**src/rtl/lkvc_pkg.sv**
```systemverilog
package lkvc_pkg;

  localparam int unsigned CmdW   = 2;
  localparam int unsigned FieldW = 32;
  localparam int unsigned CapW   = 4;

  localparam logic [CapW-1:0] CapReset = 4'd8;

  typedef enum logic [CmdW-1:0] {
    CMD_PUT      = 2'd0,
    CMD_GET      = 2'd1,
    CMD_CONTAINS = 2'd2
  } lkvc_cmd_e;

  typedef enum logic [2:0] {
    ST_IDLE,
    ST_READ,
    ST_COMPARE,
    ST_DECIDE,
    ST_UPDATE,
    ST_DONE
  } lkvc_state_e;

  typedef struct packed {
    logic [CmdW-1:0]          cmd;
    logic signed [FieldW-1:0] lookup_key;
    logic signed [FieldW-1:0] store_value;
  } lkvc_req_t;

  typedef struct packed {
    logic                     found;
    logic signed [FieldW-1:0] read_value;
  } lkvc_rsp_t;

endpackage

```
**src/rtl/lru_key_value_cache.sv**
```systemverilog
// Fully associative key-value cache with least-recently-used replacement. Each request is a
// put, a get or a contains query (the unused command code acts as a contains query), and each
// gives exactly one response. Keys and values live in small memories that are read one entry
// at a time: a single comparator walks all ENTRIES entries, each with a memory read and then a
// key and recency compare, after which a decide step picks the action, an update step updates
// the recency ranks and writes the memories, and a done step loads the response into the
// output register. in_stall_o is high through all of these steps, whenever the block is not
// idle. The done step stretches while an earlier response still waits in the output register
// under out_stall_i; a new request can be taken while the previous response still waits. The
// capacity register resets to 8, its effective value is clamped to the range 1 to ENTRIES, and
// the register is always ready for a write. Lowering it below the current occupancy evicts
// nothing at once; later puts of new keys then replace the least recent entry.
module lru_key_value_cache
  import lkvc_pkg::*;
#(
  parameter int unsigned ENTRIES    = 8,
  parameter int unsigned KEY_BITS   = 32,
  parameter int unsigned VALUE_BITS = 32
) (
  input  logic            clk_i,
  input  logic            rst_ni,
  input  logic            in_valid_i,
  output logic            in_stall_o,
  input  lkvc_req_t       in_req_i,
  output logic            out_valid_o,
  input  logic            out_stall_i,
  output lkvc_rsp_t       out_rsp_o,
  input  logic            cfg_valid_i,
  output logic            cfg_ready_o,
  input  logic [CapW-1:0] cfg_data_i
);

  localparam int unsigned IdxW  = (ENTRIES > 1) ? $clog2(ENTRIES) : 1;
  localparam int unsigned RankW = IdxW;
  localparam int unsigned OccW  = $clog2(ENTRIES + 1);

  lkvc_state_e state_q, state_d;

  logic [IdxW-1:0]       idx_q, idx_d;
  logic [CmdW-1:0]       cmd_q, cmd_d;
  logic [KEY_BITS-1:0]   key_q, key_d;
  logic [VALUE_BITS-1:0] val_q, val_d;
  logic [VALUE_BITS-1:0] rdata_q, rdata_d;

  logic                  hit_found_q, hit_found_d;
  logic [IdxW-1:0]       hit_idx_q, hit_idx_d;
  logic                  lru_found_q, lru_found_d;
  logic [IdxW-1:0]       lru_idx_q, lru_idx_d;
  logic [RankW-1:0]      lru_rank_q, lru_rank_d;
  logic                  free_found_q, free_found_d;
  logic [IdxW-1:0]       free_idx_q, free_idx_d;

  logic                  touch_q, touch_d;
  logic                  write_q, write_d;
  logic                  insert_q, insert_d;
  logic [IdxW-1:0]       target_q, target_d;
  logic [RankW:0]        thr_q, thr_d;

  logic [ENTRIES-1:0]    valid_q, valid_d;
  logic [RankW-1:0]      rank_q [ENTRIES];
  logic [RankW-1:0]      rank_d [ENTRIES];
  logic [OccW-1:0]       occ_q, occ_d;
  logic [CapW-1:0]       cap_q, cap_d;

  logic                  out_valid_q, out_valid_d;
  lkvc_rsp_t             out_rsp_q, out_rsp_d;

  logic [KEY_BITS-1:0]   key_mem [ENTRIES];
  logic [VALUE_BITS-1:0] val_mem [ENTRIES];
  logic [KEY_BITS-1:0]   rd_key_q;
  logic [VALUE_BITS-1:0] rd_val_q;
  logic                  mem_we;

  logic [63:0]           key_wide;
  logic [63:0]           val_wide;
  logic [63:0]           rdata_wide;
  logic [7:0]            cap_eff;
  logic                  is_full;

  assign key_wide   = {32'b0, in_req_i.lookup_key};
  assign val_wide   = {32'b0, in_req_i.store_value};
  assign rdata_wide = 64'(rdata_q);

  assign cap_eff = (cap_q == '0) ? 8'd1 :
                   ((8'(cap_q) > 8'(ENTRIES)) ? 8'(ENTRIES) : 8'(cap_q));
  assign is_full = (8'(occ_q) >= cap_eff);

  assign in_stall_o  = (state_q != ST_IDLE);
  assign out_valid_o = out_valid_q;
  assign out_rsp_o   = out_rsp_q;
  assign cfg_ready_o = 1'b1;
  assign mem_we      = (state_q == ST_UPDATE) && write_q;

  always_ff @(posedge clk_i) begin
    if (mem_we) begin
      key_mem[target_q] <= key_q;
      val_mem[target_q] <= val_q;
    end
    rd_key_q <= key_mem[idx_q];
    rd_val_q <= val_mem[idx_q];
  end

  always_comb begin
    state_d      = state_q;
    idx_d        = idx_q;
    cmd_d        = cmd_q;
    key_d        = key_q;
    val_d        = val_q;
    rdata_d      = rdata_q;
    hit_found_d  = hit_found_q;
    hit_idx_d    = hit_idx_q;
    lru_found_d  = lru_found_q;
    lru_idx_d    = lru_idx_q;
    lru_rank_d   = lru_rank_q;
    free_found_d = free_found_q;
    free_idx_d   = free_idx_q;
    touch_d      = touch_q;
    write_d      = write_q;
    insert_d     = insert_q;
    target_d     = target_q;
    thr_d        = thr_q;
    valid_d      = valid_q;
    rank_d       = rank_q;
    occ_d        = occ_q;
    cap_d        = cap_q;
    out_valid_d  = out_valid_q;
    out_rsp_d    = out_rsp_q;

    if (cfg_valid_i && cfg_ready_o) begin
      cap_d = cfg_data_i;
    end
    if (out_valid_q && !out_stall_i) begin
      out_valid_d = 1'b0;
    end

    unique case (state_q)
      ST_IDLE: begin
        if (in_valid_i) begin
          cmd_d        = in_req_i.cmd;
          key_d        = key_wide[KEY_BITS-1:0];
          val_d        = val_wide[VALUE_BITS-1:0];
          idx_d        = '0;
          hit_found_d  = 1'b0;
          lru_found_d  = 1'b0;
          free_found_d = 1'b0;
          touch_d      = 1'b0;
          write_d      = 1'b0;
          insert_d     = 1'b0;
          state_d      = ST_READ;
        end
      end
      ST_READ: begin
        state_d = ST_COMPARE;
      end
      ST_COMPARE: begin
        if (valid_q[idx_q]) begin
          if (!hit_found_q && (rd_key_q == key_q)) begin
            hit_found_d = 1'b1;
            hit_idx_d   = idx_q;
            rdata_d     = rd_val_q;
          end
          if (!lru_found_q || (rank_q[idx_q] > lru_rank_q)) begin
            lru_found_d = 1'b1;
            lru_idx_d   = idx_q;
            lru_rank_d  = rank_q[idx_q];
          end
        end else if (!free_found_q) begin
          free_found_d = 1'b1;
          free_idx_d   = idx_q;
        end
        if (idx_q == IdxW'(ENTRIES - 1)) begin
          state_d = ST_DECIDE;
        end else begin
          idx_d   = idx_q + 1'b1;
          state_d = ST_READ;
        end
      end
      ST_DECIDE: begin
        if (cmd_q == CMD_PUT) begin
          if (hit_found_q) begin
            target_d = hit_idx_q;
            thr_d    = {1'b0, rank_q[hit_idx_q]};
            touch_d  = 1'b1;
            write_d  = 1'b1;
          end else if (is_full) begin
            target_d = lru_idx_q;
            thr_d    = {1'b0, lru_rank_q};
            touch_d  = lru_found_q;
            write_d  = lru_found_q;
          end else if (free_found_q) begin
            target_d = free_idx_q;
            thr_d    = '1;
            touch_d  = 1'b1;
            write_d  = 1'b1;
            insert_d = 1'b1;
          end
        end else if ((cmd_q == CMD_GET) && hit_found_q) begin
          target_d = hit_idx_q;
          thr_d    = {1'b0, rank_q[hit_idx_q]};
          touch_d  = 1'b1;
        end
        state_d = ST_UPDATE;
      end
      ST_UPDATE: begin
        if (touch_q) begin
          for (int i = 0; i < ENTRIES; i++) begin
            if (valid_q[i] && (IdxW'(i) != target_q) && ({1'b0, rank_q[i]} < thr_q)) begin
              rank_d[i] = rank_q[i] + 1'b1;
            end
          end
          rank_d[target_q]  = '0;
          valid_d[target_q] = 1'b1;
        end
        if (insert_q) begin
          occ_d = occ_q + 1'b1;
        end
        state_d = ST_DONE;
      end
      ST_DONE: begin
        if (!out_valid_q || !out_stall_i) begin
          out_valid_d          = 1'b1;
          out_rsp_d.found      = hit_found_q;
          out_rsp_d.read_value = ((cmd_q == CMD_GET) && hit_found_q) ?
                                 rdata_wide[FieldW-1:0] : '0;
          state_d              = ST_IDLE;
        end
      end
      default: begin
        state_d = ST_IDLE;
      end
    endcase
  end

  always_ff @(posedge clk_i or negedge rst_ni) begin
    if (!rst_ni) begin
      state_q      <= ST_IDLE;
      idx_q        <= '0;
      hit_found_q  <= 1'b0;
      lru_found_q  <= 1'b0;
      free_found_q <= 1'b0;
      touch_q      <= 1'b0;
      write_q      <= 1'b0;
      insert_q     <= 1'b0;
      valid_q      <= '0;
      for (int i = 0; i < ENTRIES; i++) begin
        rank_q[i] <= '0;
      end
      occ_q        <= '0;
      cap_q        <= CapReset;
      out_valid_q  <= 1'b0;
    end else begin
      state_q      <= state_d;
      idx_q        <= idx_d;
      hit_found_q  <= hit_found_d;
      lru_found_q  <= lru_found_d;
      free_found_q <= free_found_d;
      touch_q      <= touch_d;
      write_q      <= write_d;
      insert_q     <= insert_d;
      valid_q      <= valid_d;
      rank_q       <= rank_d;
      occ_q        <= occ_d;
      cap_q        <= cap_d;
      out_valid_q  <= out_valid_d;
    end
  end

  always_ff @(posedge clk_i) begin
    cmd_q      <= cmd_d;
    key_q      <= key_d;
    val_q      <= val_d;
    rdata_q    <= rdata_d;
    hit_idx_q  <= hit_idx_d;
    lru_idx_q  <= lru_idx_d;
    lru_rank_q <= lru_rank_d;
    free_idx_q <= free_idx_d;
    target_q   <= target_d;
    thr_q      <= thr_d;
    out_rsp_q  <= out_rsp_d;
  end

endmodule

```
**config.mk**
```make
export PLATFORM = sky130hd
export DESIGN_NAME = lru_key_value_cache
export DESIGN_NICKNAME = d
export VERILOG_FILES = /design/src/rtl/lkvc_pkg.sv /design/src/rtl/lru_key_value_cache.sv
export SDC_FILE = /design/constraint.sdc
export NUM_CORES = 1
export LEC_CHECK = 0
export BUFFER_PORTS_ARGS = -buffer_cell sky130_fd_sc_hd__buf_2
export CAP_MARGIN = 0
export CORE_MARGIN = 2
export CORE_UTILIZATION = 58
export CTS_BUF_LIST = sky130_fd_sc_hd__clkbuf_4 sky130_fd_sc_hd__clkbuf_8
export CTS_CLUSTER_DIAMETER = 30
export DETAILED_ROUTE_END_ITERATION = 16
export GPL_TIMING_DRIVEN = 0
export PLACE_DENSITY_LB_ADDON = 0.12
export SLEW_MARGIN = 20
export SYNTH_ARGS = -nofsm -noshare
export SYNTH_HDL_FRONTEND = slang
export SYNTH_SLANG_ARGS = --single-unit
```
**constraint.sdc**
```tcl
create_clock -name clk_i -period 4.08 [get_ports clk_i]
set_input_delay 0.612 -clock clk_i [delete_from_list [all_inputs] [get_ports clk_i]]
set_output_delay 0.612 -clock clk_i [all_outputs]
set_load 0.02 [all_outputs]
```
======== Word-level counts from Yosys, hierarchy flattened ========
Memory sizes are Yosys's and may differ from the RTL's. A register that Yosys moved wholly into a read port is not among the register bits.
Index checks and enable logic that the tools add are counted.
word-level totals
  memories kept ........................... 2
  register bits after elaboration ......... 203
  memory bits (writable) .................. 512
memory list
  name     words  bits a word  rd ports  clocked after memory_dff  wr ports  line                       text
  key_mem  8      32           1         1                         1         lru_key_value_cache.sv:68  logic [KEY_BITS-1:0] key_mem [ENTRIES];
  val_mem  8      32           1         1                         1         lru_key_value_cache.sv:69  logic [VALUE_BITS-1:0] val_mem [ENTRIES];
cells by class
  add/sub/neg operators ................... 10
  reductions and logical operators ........ 52
  bitwise logic cells ..................... 8
  mux-type cells .......................... 81
  magnitude comparators ................... 18
  equality and inequality tests ........... 30
operators with widths
  kind                                                                           count
  3-bit two-way mux                                                              38
  32-bit == test                                                                 1
  3-bit by 4-bit less-than comparator with 1-bit output                          8
  4-bit two-way mux                                                              7
  3-bit by 1-bit adder with 3-bit output (second input constant)                 9
  24-bit bitwise AND                                                             1
  24-bit inverter                                                                1
  1-bit logical AND                                                              22
  1-bit two-way mux                                                              22
  2-bit != test (second input constant)                                          11
  3-bit binary-select mux with 3-bit select                                      2
  3-bit one-hot mux with 6 select lines                                          1
  3-bit AND reduction                                                            6
  4-bit AND reduction                                                            4
  4-bit greater-or-equal comparator (second input constant)                      3
  3-bit != test (first input constant)                                           4
  3-bit inverter with 4-bit output                                               3
  1-bit one-hot mux with 2 select lines                                          6
  2-bit AND reduction                                                            5
  3-bit demux with 3-bit select                                                  1
  3-bit == test (second input constant)                                          3
  3-bit by 4-bit less-than comparator with 1-bit output (second input constant)  2
  4-bit != test (second input constant)                                          2
  8-bit bitwise OR                                                               1
  26 further kinds                                                               36

======== Logic depth before layout (Yosys ltp) ========
Gate-level depths: netlist (run 1).
  depth in word-level cells ............... 9
  mapped depth ............................ 11

======== Worst setup path after synthesis (run 1) ========
Ideal clock, no wire load.
  path type ............................... register to register
  from .................................... register target_q[0]
  to ...................................... memory key_mem[1][0], enable pin
  stages on the path, launching flop included .. 4
  path slack .............................. -46 ps
  library setup time ...................... 486 ps
  data required time ...................... 3594 ps
  arrival time ............................ 3639 ps
  cells stage by stage .................... edfxtp_1 buf_2 or3b_2 nor2_1
RTL lines
  element                 line                        text
  from (decl)             lru_key_value_cache.sv:56   logic [IdxW-1:0] target_q, target_d;
  from (signal assigned)  lru_key_value_cache.sv:277  target_q <= target_d;
  to (decl)               lru_key_value_cache.sv:68
Straight into the memory's write port.

======== Worst setup path in the final report (run 1) ========
  from .................................... register idx_q[1]
  to ...................................... register lru_found_q
between the ends
  word-level cells in the longest chain between the ends .. 8
  elaborated cells between the ends (all ways) .. 11
RTL lines
  element                                                 line                        text
  from (decl)                                             lru_key_value_cache.sv:39   logic [IdxW-1:0] idx_q, idx_d;
  from (signal assigned)                                  lru_key_value_cache.sv:253  idx_q <= idx_d;
  3-bit inverter with 4-bit output (not written as such)  lru_key_value_cache.sv:162  if (!lru_found_q || (rank_q[idx_q] > lru_rank_q)) begin
  3-bit binary-select mux with 3-bit select               lru_key_value_cache.sv:162
  3-bit two-way mux (not written as such) (2 in series)   lru_key_value_cache.sv:162
  3-bit greater-than comparator                           lru_key_value_cache.sv:162
  1-bit logical OR                                        lru_key_value_cache.sv:162
  2-bit != test (no source line)                          n/a
  4-bit AND reduction (no source line) *                  n/a
  to (signal assigned)                                    lru_key_value_cache.sv:255  lru_found_q <= lru_found_d;
  to (decl)                                               lru_key_value_cache.sv:47   logic lru_found_q, lru_found_d;
Mark *: on every way between the ends. The rest lies on a longest branch, timed or not. The select of a mux whose other input is x is not followed.
A chain may end at the register's enable or synchronous reset.

==> out/qor.csv, run 1 <==
metric,value,unit
Post-Syn Nets,1531,
post-detail-place hpwl,37.0,mm
pwr/cell area,614,nW/um^2
sequential area share after synthesis,76.5,%
Via Count,14700,
# Post-CTS Setup Buffers,0,
GRT Resource Usage Total,24.4,%
Yosys cell types,56,
CTS resizes,0,
max_cap viols,0,
Sink Count,779,
layout cells sized above 1,35.8,%
Congestion Overflow GR,0,
PortBufs,109,
Clock Tree Buf Depth,3,
max-slew violations,0,
Mapped Cells,1422,
Post-synth ARST share,6.80,%
"slowest stage delay, CP",0.47,ns
# nets final,1882,
most frequent CP cell,buf_2,
Ports,111,
Initial Util,58.7,%
Worst-path clk slew,0.06,ns
Die Span X,229,um
crit path kind,register to register,
ANT cells,0,
height of the die,229,um
Top Usage Layer GRT,met2,
worst skew pair latency,0.77,ns
RSZ-0062 raised after global routing,no,
synthesis-to-finish area growth,20.6,%
gpl congestion,0.849,
Rows,82,
Setup TNS,0,ns
cts hold-fix bufs,61,
"EDFF count, synth",662,
Slew HR,30.1,%
"CP delay by family, top",buffers and inverters,
Synth Register Bits,779,
slew at the pin closest to its max-slew limit,1.05,ns
met3 Resource Use GR,5.57,%
"Buf+Inv Stages, Crit Path",3,
Mean Syn Cell Area,20.7,um^2
Hold Fails Final Rpt,0,
crit-path cells,"buf_2, buf_2, buf_2, mux4_2, mux2_2, ha_1, nor2b_1, o21a_1, o21ai_0, a21boi_4, a21o_1",
synth warn,0,
Core ar.,50100,um^2
clock root cell,clkbuf_8,
"Setup violations, final",0,
Detailed Route WL,61.4,mm
DRC violations left,0,
Pre-antenna DRT Iters,5,
DP Area,31600,um^2
Hold Path Class,input pin to register,
CTS Buf Count,147,
worst hold slack,0.0594,ns
CP endpoint kind,register,
fin area,35400,um^2
global-route wire length before repair,92.9,mm
crit path DAT,4.41,ns
Worst Skew,0.0280,ns
die area,52500,um^2
critical path data required time,4.74,ns
Mapped Area,29400,um^2
outcome,finished clean,
crit path time final,3.75,ns
Peak VDD IR,0.381,mV
CP max FO,10,
post-DR vias/cell,5.71,
M1 GR Usage,32.1,%
routed len/inst,23.9,um
initial antenna violation count,0,
Leakage,0.0124,uW
vias in the first global route,15700,
Synth Flop Type,edfxtp_1,
Max Fclk,267,MHz
Detail Route Antenna Nets,0,
H-Tree Depth,4,
slowest CP cell,buf_2,
period utilization,91.9,%
crit path launch type,register,
Layout fillers,3101,
GR Layer Usage met2,40.8,%
CTS tree,built,
DRT iter0 DRCs,1148,
pin count of the biggest net entering global routing,54,
## placed cells by master, fill, tap and decap left out, types with 9 or more instances in the layout
cell / n
edfxtp_1: 662
ha_1: 34
mux4_2: 142
nand3_1: 13
nor2_4: 9
xor2_1: 17
a22o_1: 9
bufinv_16: 9
dfrtp_1: 52
o211ai_1: 9
buf_12: 19
clkbuf_1: 19
a21oi_1: 12
nor2_1: 17
dlygate4sd3_1: 61
and2_1: 35
clkinv_1: 14
nor3_1: 11
nand2b_1: 19
xnor2_1: 18
mux2_2: 78
clkbuf_4: 47
clkbuf_8: 169
buf_16: 13
nand2_1: 41
dfxtp_1: 64
a21o_1: 14
inv_1: 25
clkinv_2: 19
buf_2: 134
## cell families after synthesis
group / after synthesis / synth area share, %
and+or+nand+nor: 185 / 3.38
xor gates and xnor gates: 35 / 1.04
adders and majority gates: 34 / 1.45
buffers and inverters: 83 / 1.41
other: 1 / 0.0128
muxes: 229 / 14.2
AOI/OAI and AO/OA: 76 / 1.93
DFF: 779 / 76.5
## per-stage QoR
step                total power, uW  worst slack, ns  instances  util (%)
detailed placement            13900            0.327       2235      63.1
finish                        21800            0.329       2570      70.7
CTS                           22000            0.305       2570      70.7
global route                  22600            0.176       2570      70.7
floorplan                     12700           0.0142       1422         -
global placement              13800            -3.68       2203      61.5
## Yosys cell counts, types with 3 or more instances
cell	instances	area, um^2
nand3b_1	4	30.0
a22o_1	9	78.8
nor3b_1	3	22.5
a21o_1	14	105
nor2_1	25	93.8
nand4_1	6	37.5
or3_1	3	18.8
nand2_1	41	154
clkbuf_1	19	71.3
a22oi_1	3	22.5
buf_6	8	90.1
xor2_1	17	149
or4_1	7	52.6
inv_1	26	97.6
nor3_1	11	55.1
o221ai_1	7	61.3
nor4_1	5	31.3
mux2_2	78	878
buf_4	3	22.5
a21oi_1	13	65.1
buf_2	26	130
nand3_1	13	65.1
ha_1	34	425
mux4_2	142	3200
o211ai_1	9	67.6
edfxtp_1	662	19900
xnor2_1	18	158
dfrtp_1	52	1300
and3_1	4	25.0
nand2b_1	19	119
mux2i_1	8	80.1
and2_1	35	219
o21ai_0	7	35.0
dfxtp_1	64	1280
## layer usage
metal,routed length (um),vias up
li1,-,6453
met1,25400,7647
met2,31600,482
met3,3270,96
met4,1260,0
met5,0,-
## power by group
group	total (uW)	leakage [uW]	internal (uW)	switching [uW]
clock network	8020	0.00170	4810	3210
registers	10100	0.00724	9620	484
logic	3630	0.00341	1790	1840
total	21800	0.0124	16200	5540
## registers in the layout (all words and copies together) (netlist names), 4 cells and up
register	count
rd_val_q	32
out_rsp_o	33
val_mem	256
rd_key_q	32
rdata_q	32
thr_q	4
key_mem	256
key_q	32
cap_q	4
occ_q	4
val_q	32
valid_q	8
rank_q	24
## path summary, 6_finish.rpt
| path | from | endpoint | slack [ns] | cells past startpoint |
|---|---|---|---|---|
| setup / recovery | idx_q[1]$_DFFE_PN0P_ | lru_found_q$_DFFE_PN0P_ | 0.33 | 11 |
| hold / removal | in_req_i[11] | val_q[11]$_DFFE_PP_ | 0.06 | 1 |
| setup reg to reg | idx_q[1]$_DFFE_PN0P_ | lru_found_q$_DFFE_PN0P_ | 0.33 | 11 |
| hold reg to reg | rd_val_q[17]$_DFF_P_ | rdata_q[17]$_DFFE_PP_ | 0.40 | 0 |
| max in group asynchronous | rst_ni | rank_q[4]$_DFFE_PN0P_ | 3.13 | 2 |
| min in group asynchronous | rst_ni | insert_q$_DFFE_PN0P_ | 0.46 | 2 |
## cell type report
cell class              count  area, um^2  share of cell area (%)
well taps                 672         841                    2.37
clock inverters            58         552                    1.56
inverters                  26         103                   0.290
plain buffers              57         318                   0.897
repair buffers            202        1900                    5.35
multi-input cells         560        6550                    18.5
clock buffers             216        2680                    7.56
flip-flops and latches    779       22500                    63.5
No activity file was read; power rests on OpenSTA's default activity.
==> inputs of run 2 (changes only) <==
--- a/config.mk
+++ b/config.mk
@@ -6,4 +6,5 @@
 export NUM_CORES = 1
 export LEC_CHECK = 0
+export ABC_AREA = 1
 export BUFFER_PORTS_ARGS = -buffer_cell sky130_fd_sc_hd__buf_2
 export CAP_MARGIN = 0
==> constraint.sdc (replaced) <==
create_clock -name clk_i -period 4.08 [get_ports clk_i]
set_input_delay 1.02 -clock clk_i [delete_from_list [all_inputs] [get_ports clk_i]]
set_output_delay 1.02 -clock clk_i [all_outputs]
set_load 0.02 [all_outputs]
==> run 2 against run 1 <==
Maximum frequency grew 12%. Combinational power up 48%. Total power rose by 11%. Routed wire length is 20% higher. Hold slack improved by 0.21 ns. Sequential cell count is the same. Critical path type unchanged. Critical path depth rose by 1. Final area increased by 1.8%. Sequential share of layout area decreased by 1.1 points.
==> out/qor.csv, run 2 <==
metric,value,unit,change
outcome,finished clean,,
Peak VDD IR,0.424,mV,+11%
crit path kind,register to register,,
RR Endpoint,lru_rank_q[1]$_DFFE_PP_,,
Mapped Area,30400,um^2,+3.5%
die area,54300,um^2,+3.4%
period utilization,81.8,%,-10 points
Layout fillers,3612,,+16%
RSZ-0062 raised after global routing,no,,
"Setup violations, final",0,,unchanged
reg-to-reg critical path startpoint,idx_q[1]$_DFFE_PN0P_,,
Sink Count,779,,unchanged
height of the die,233,um,+1.7%
Congestion Overflow GR,0,,unchanged
CP endpoint kind,register,,
Detail Route Antenna Nets,0,,unchanged
Pre-antenna DRT Iters,6,,+1
synth top area cells,"edfxtp_1 (65%), o21ai_0 (5.1%), nor2_1 (5.0%), nand2_1 (4.8%), dfrtp_1 (4.3%)",,
sequential area share after synthesis,74.0,%,-2.6 points
"commonest non-fill, non-tap cell in the layout",edfxtp_1,,
gpl congestion,0.928,,+9.2%
"Power, Total",24200,uW,+11%
pwr/cell area,671,nW/um^2,+9.2%
initial antenna violation count,0,,unchanged
Clock Tree Buf Depth,3,,unchanged
layout cells sized above 1,17.4,%,-18 points
CP max FO,10,,unchanged
ANT cells,0,,unchanged
clock root cell,clkbuf_8,,
WL met3,6.08,mm,+86%
Worst Skew,0.0384,ns,+0.0104 ns
Hold Path Class,input pin to asynchronous set/reset pin,,
fin area,36100,um^2,+1.8%
slew at the pin closest to its max-slew limit,0.953,ns,-0.0923 ns
H-Tree Depth,4,,unchanged
met1 wire length,30.1,mm,+19%
Post-synth ARST share,6.80,%,unchanged
post-place setup slack,0.777,ns,+0.450 ns
crit path launch type,register,,
DP Area,32600,um^2,+3.3%
Max Used Layer,met4,,
Ports,111,,unchanged
most frequent cells in the layout,"edfxtp_1 (662), nor2_1 (396), nand2_1 (386)",,
crit path DAT,3.86,ns,-0.55 ns
pin count of the biggest net entering global routing,54,,unchanged
synthesis-to-finish area growth,18.7,%,
GRT Resource Usage Total,28.2,%,+3.8 points
# Post-CTS Setup Buffers,0,,unchanged
Synth Register Bits,779,,unchanged
Hold Fails Final Rpt,0,,unchanged
FF-to-FF path depth,12,,+1
worst hold slack,0.274,ns,+0.215 ns
Die Span X,233,um,+1.7%
cts hold-fix bufs,0,,-100%
Yosys cell types,44,,-21%
max_cap viols,0,,unchanged
most numerous cell in the Yosys netlist,edfxtp_1,,
worst skew pair latency,0.82,ns,+0.05 ns
post-synth top area share,65.4,%,-2.3 points
Via Count,20200,,+38%
Max Fclk,300,MHz,+12%
setup ws final,0.743,ns,+0.414 ns
DRT iter0 DRCs,1873,,+63%
critical path data required time,4.61,ns,-0.13 ns
crit path time final,3.34,ns,-0.414 ns
Detailed Route WL,74.0,mm,+20%
max-slew violations,0,,unchanged
cell accounting for the most synthesized area,edfxtp_1,,
Leakage,0.0139,uW,+13%
DRC violations left,0,,unchanged
# nets final,2875,,+53%
Rows,83,,+1.2%
synth warn,0,,unchanged
Mean Syn Cell Area,12.3,um^2,-41%
Core ar.,51600,um^2,+3.1%
Initial Util,58.9,%,+0.22 points
Synth Flop Type,edfxtp_1,,
met2 wire len,35.5,mm,+13%
Post-Syn Nets,2587,,+69%
post-detail-place hpwl,47.7,mm,+29%
CTS Buf Count,147,,unchanged
r2r setup slk,0.74,ns,+0.41 ns
routed len/inst,20.7,um,-13%
Mapped Cells,2478,,+74%
Commonest cells post-synth,"edfxtp_1 (662), nor2_1 (405), nand2_1 (386)",,
vias in the first global route,20400,,+30%
PortBufs,109,,unchanged
post-DR vias/cell,5.65,,-1.0%
Setup TNS,0,ns,unchanged
Slew HR,36.5,%,+6.4 points
CTS resizes,0,,unchanged
"EDFF count, synth",662,,unchanged
global-route wire length before repair,113,mm,+22%
CTS tree,built,,
Worst-path clk slew,0.05,ns,about the same
-- run 2: power breakdown --
group,internal [uW],switching (uW),total [uW],leakage [uW]
sequential,9700,549,10200,0.00724
clock,5270,3300,8570,0.00177
combinational,1590,3790,5370,0.00491
total,16600,7640,24200,0.0139
-- run 2: final cells by class --
type	count	area, um^2	share of cell area, %
plain buffers	114	584	1.62
clock buffers	220	2730	7.56
clock inverters	55	721	2.00
inverters	184	696	1.93
multi-input cells	1401	6700	18.6
flip-flops and latches	779	22500	62.3
well taps	680	851	2.36
repair buffers	139	1310	3.62
-- run 2: per-layer routing --
metal	global-route usage (%)	up-vias
met1	36.7	9813
met4	12.4	0
met2	45.6	915
met3	6.59	147
li1	-	9322
met5	0	-
-- run 2: kinds of logic after synthesis --
kind of cell | count (synthesis) | synth area share [%]
AND/OR/NAND/NOR | 859 | 11.1
flip-flops | 779 | 74.0
AO/OA/AOI/OAI | 496 | 8.96
buffers and inverters | 298 | 4.20
adder cells (fa/ha/maj) | 34 | 1.40
XOR/XNOR | 7 | 0.202
multiplexers | 4 | 0.148
other | 1 | 0.0123
-- run 2: per-stage QoR --
stage	std cells	util (%)
after floorplan	2478	-
after global placement	3267	61.6
after detailed placement	3297	63.2
after CTS	3572	69.9
after global routing	3572	69.9
final	3572	69.9
-- run 2: critical path: stages, from the launching register on --
cell      delay (ns)
dfrtp_1         0.52
clkinv_1        0.60
buf_2           0.47
nor2_1          0.15
o21ai_0         0.14
a31oi_1         0.31
ha_1            0.32
a21oi_1         0.14
o21ai_0         0.09
nand2_1         0.07
nand2_1         0.05
nand2_1         0.09
inv_1           0.13
-- run 2: worst max path at each step --
stage	cells after the start	endpoint	from	slack (ns)
2_1_floorplan	5	key_mem[0][0]$_DFFE_PP_	state_q[0]$_DFFE_PN0P_	0.06
3_3_place_gp	5	val_mem[1][27]$_DFFE_PP_	state_q[0]$_DFFE_PN0P_	-2.74
3_5_place_dp	13	lru_rank_q[0]$_DFFE_PP_	idx_q[0]$_DFFE_PN0P_	0.78
4_1_cts	13	lru_rank_q[1]$_DFFE_PP_	idx_q[0]$_DFFE_PN0P_	0.77
5_1_grt	13	lru_rank_q[0]$_DFFE_PP_	idx_q[0]$_DFFE_PN0P_	0.55
6_report	12	lru_rank_q[1]$_DFFE_PP_	idx_q[1]$_DFFE_PN0P_	0.74
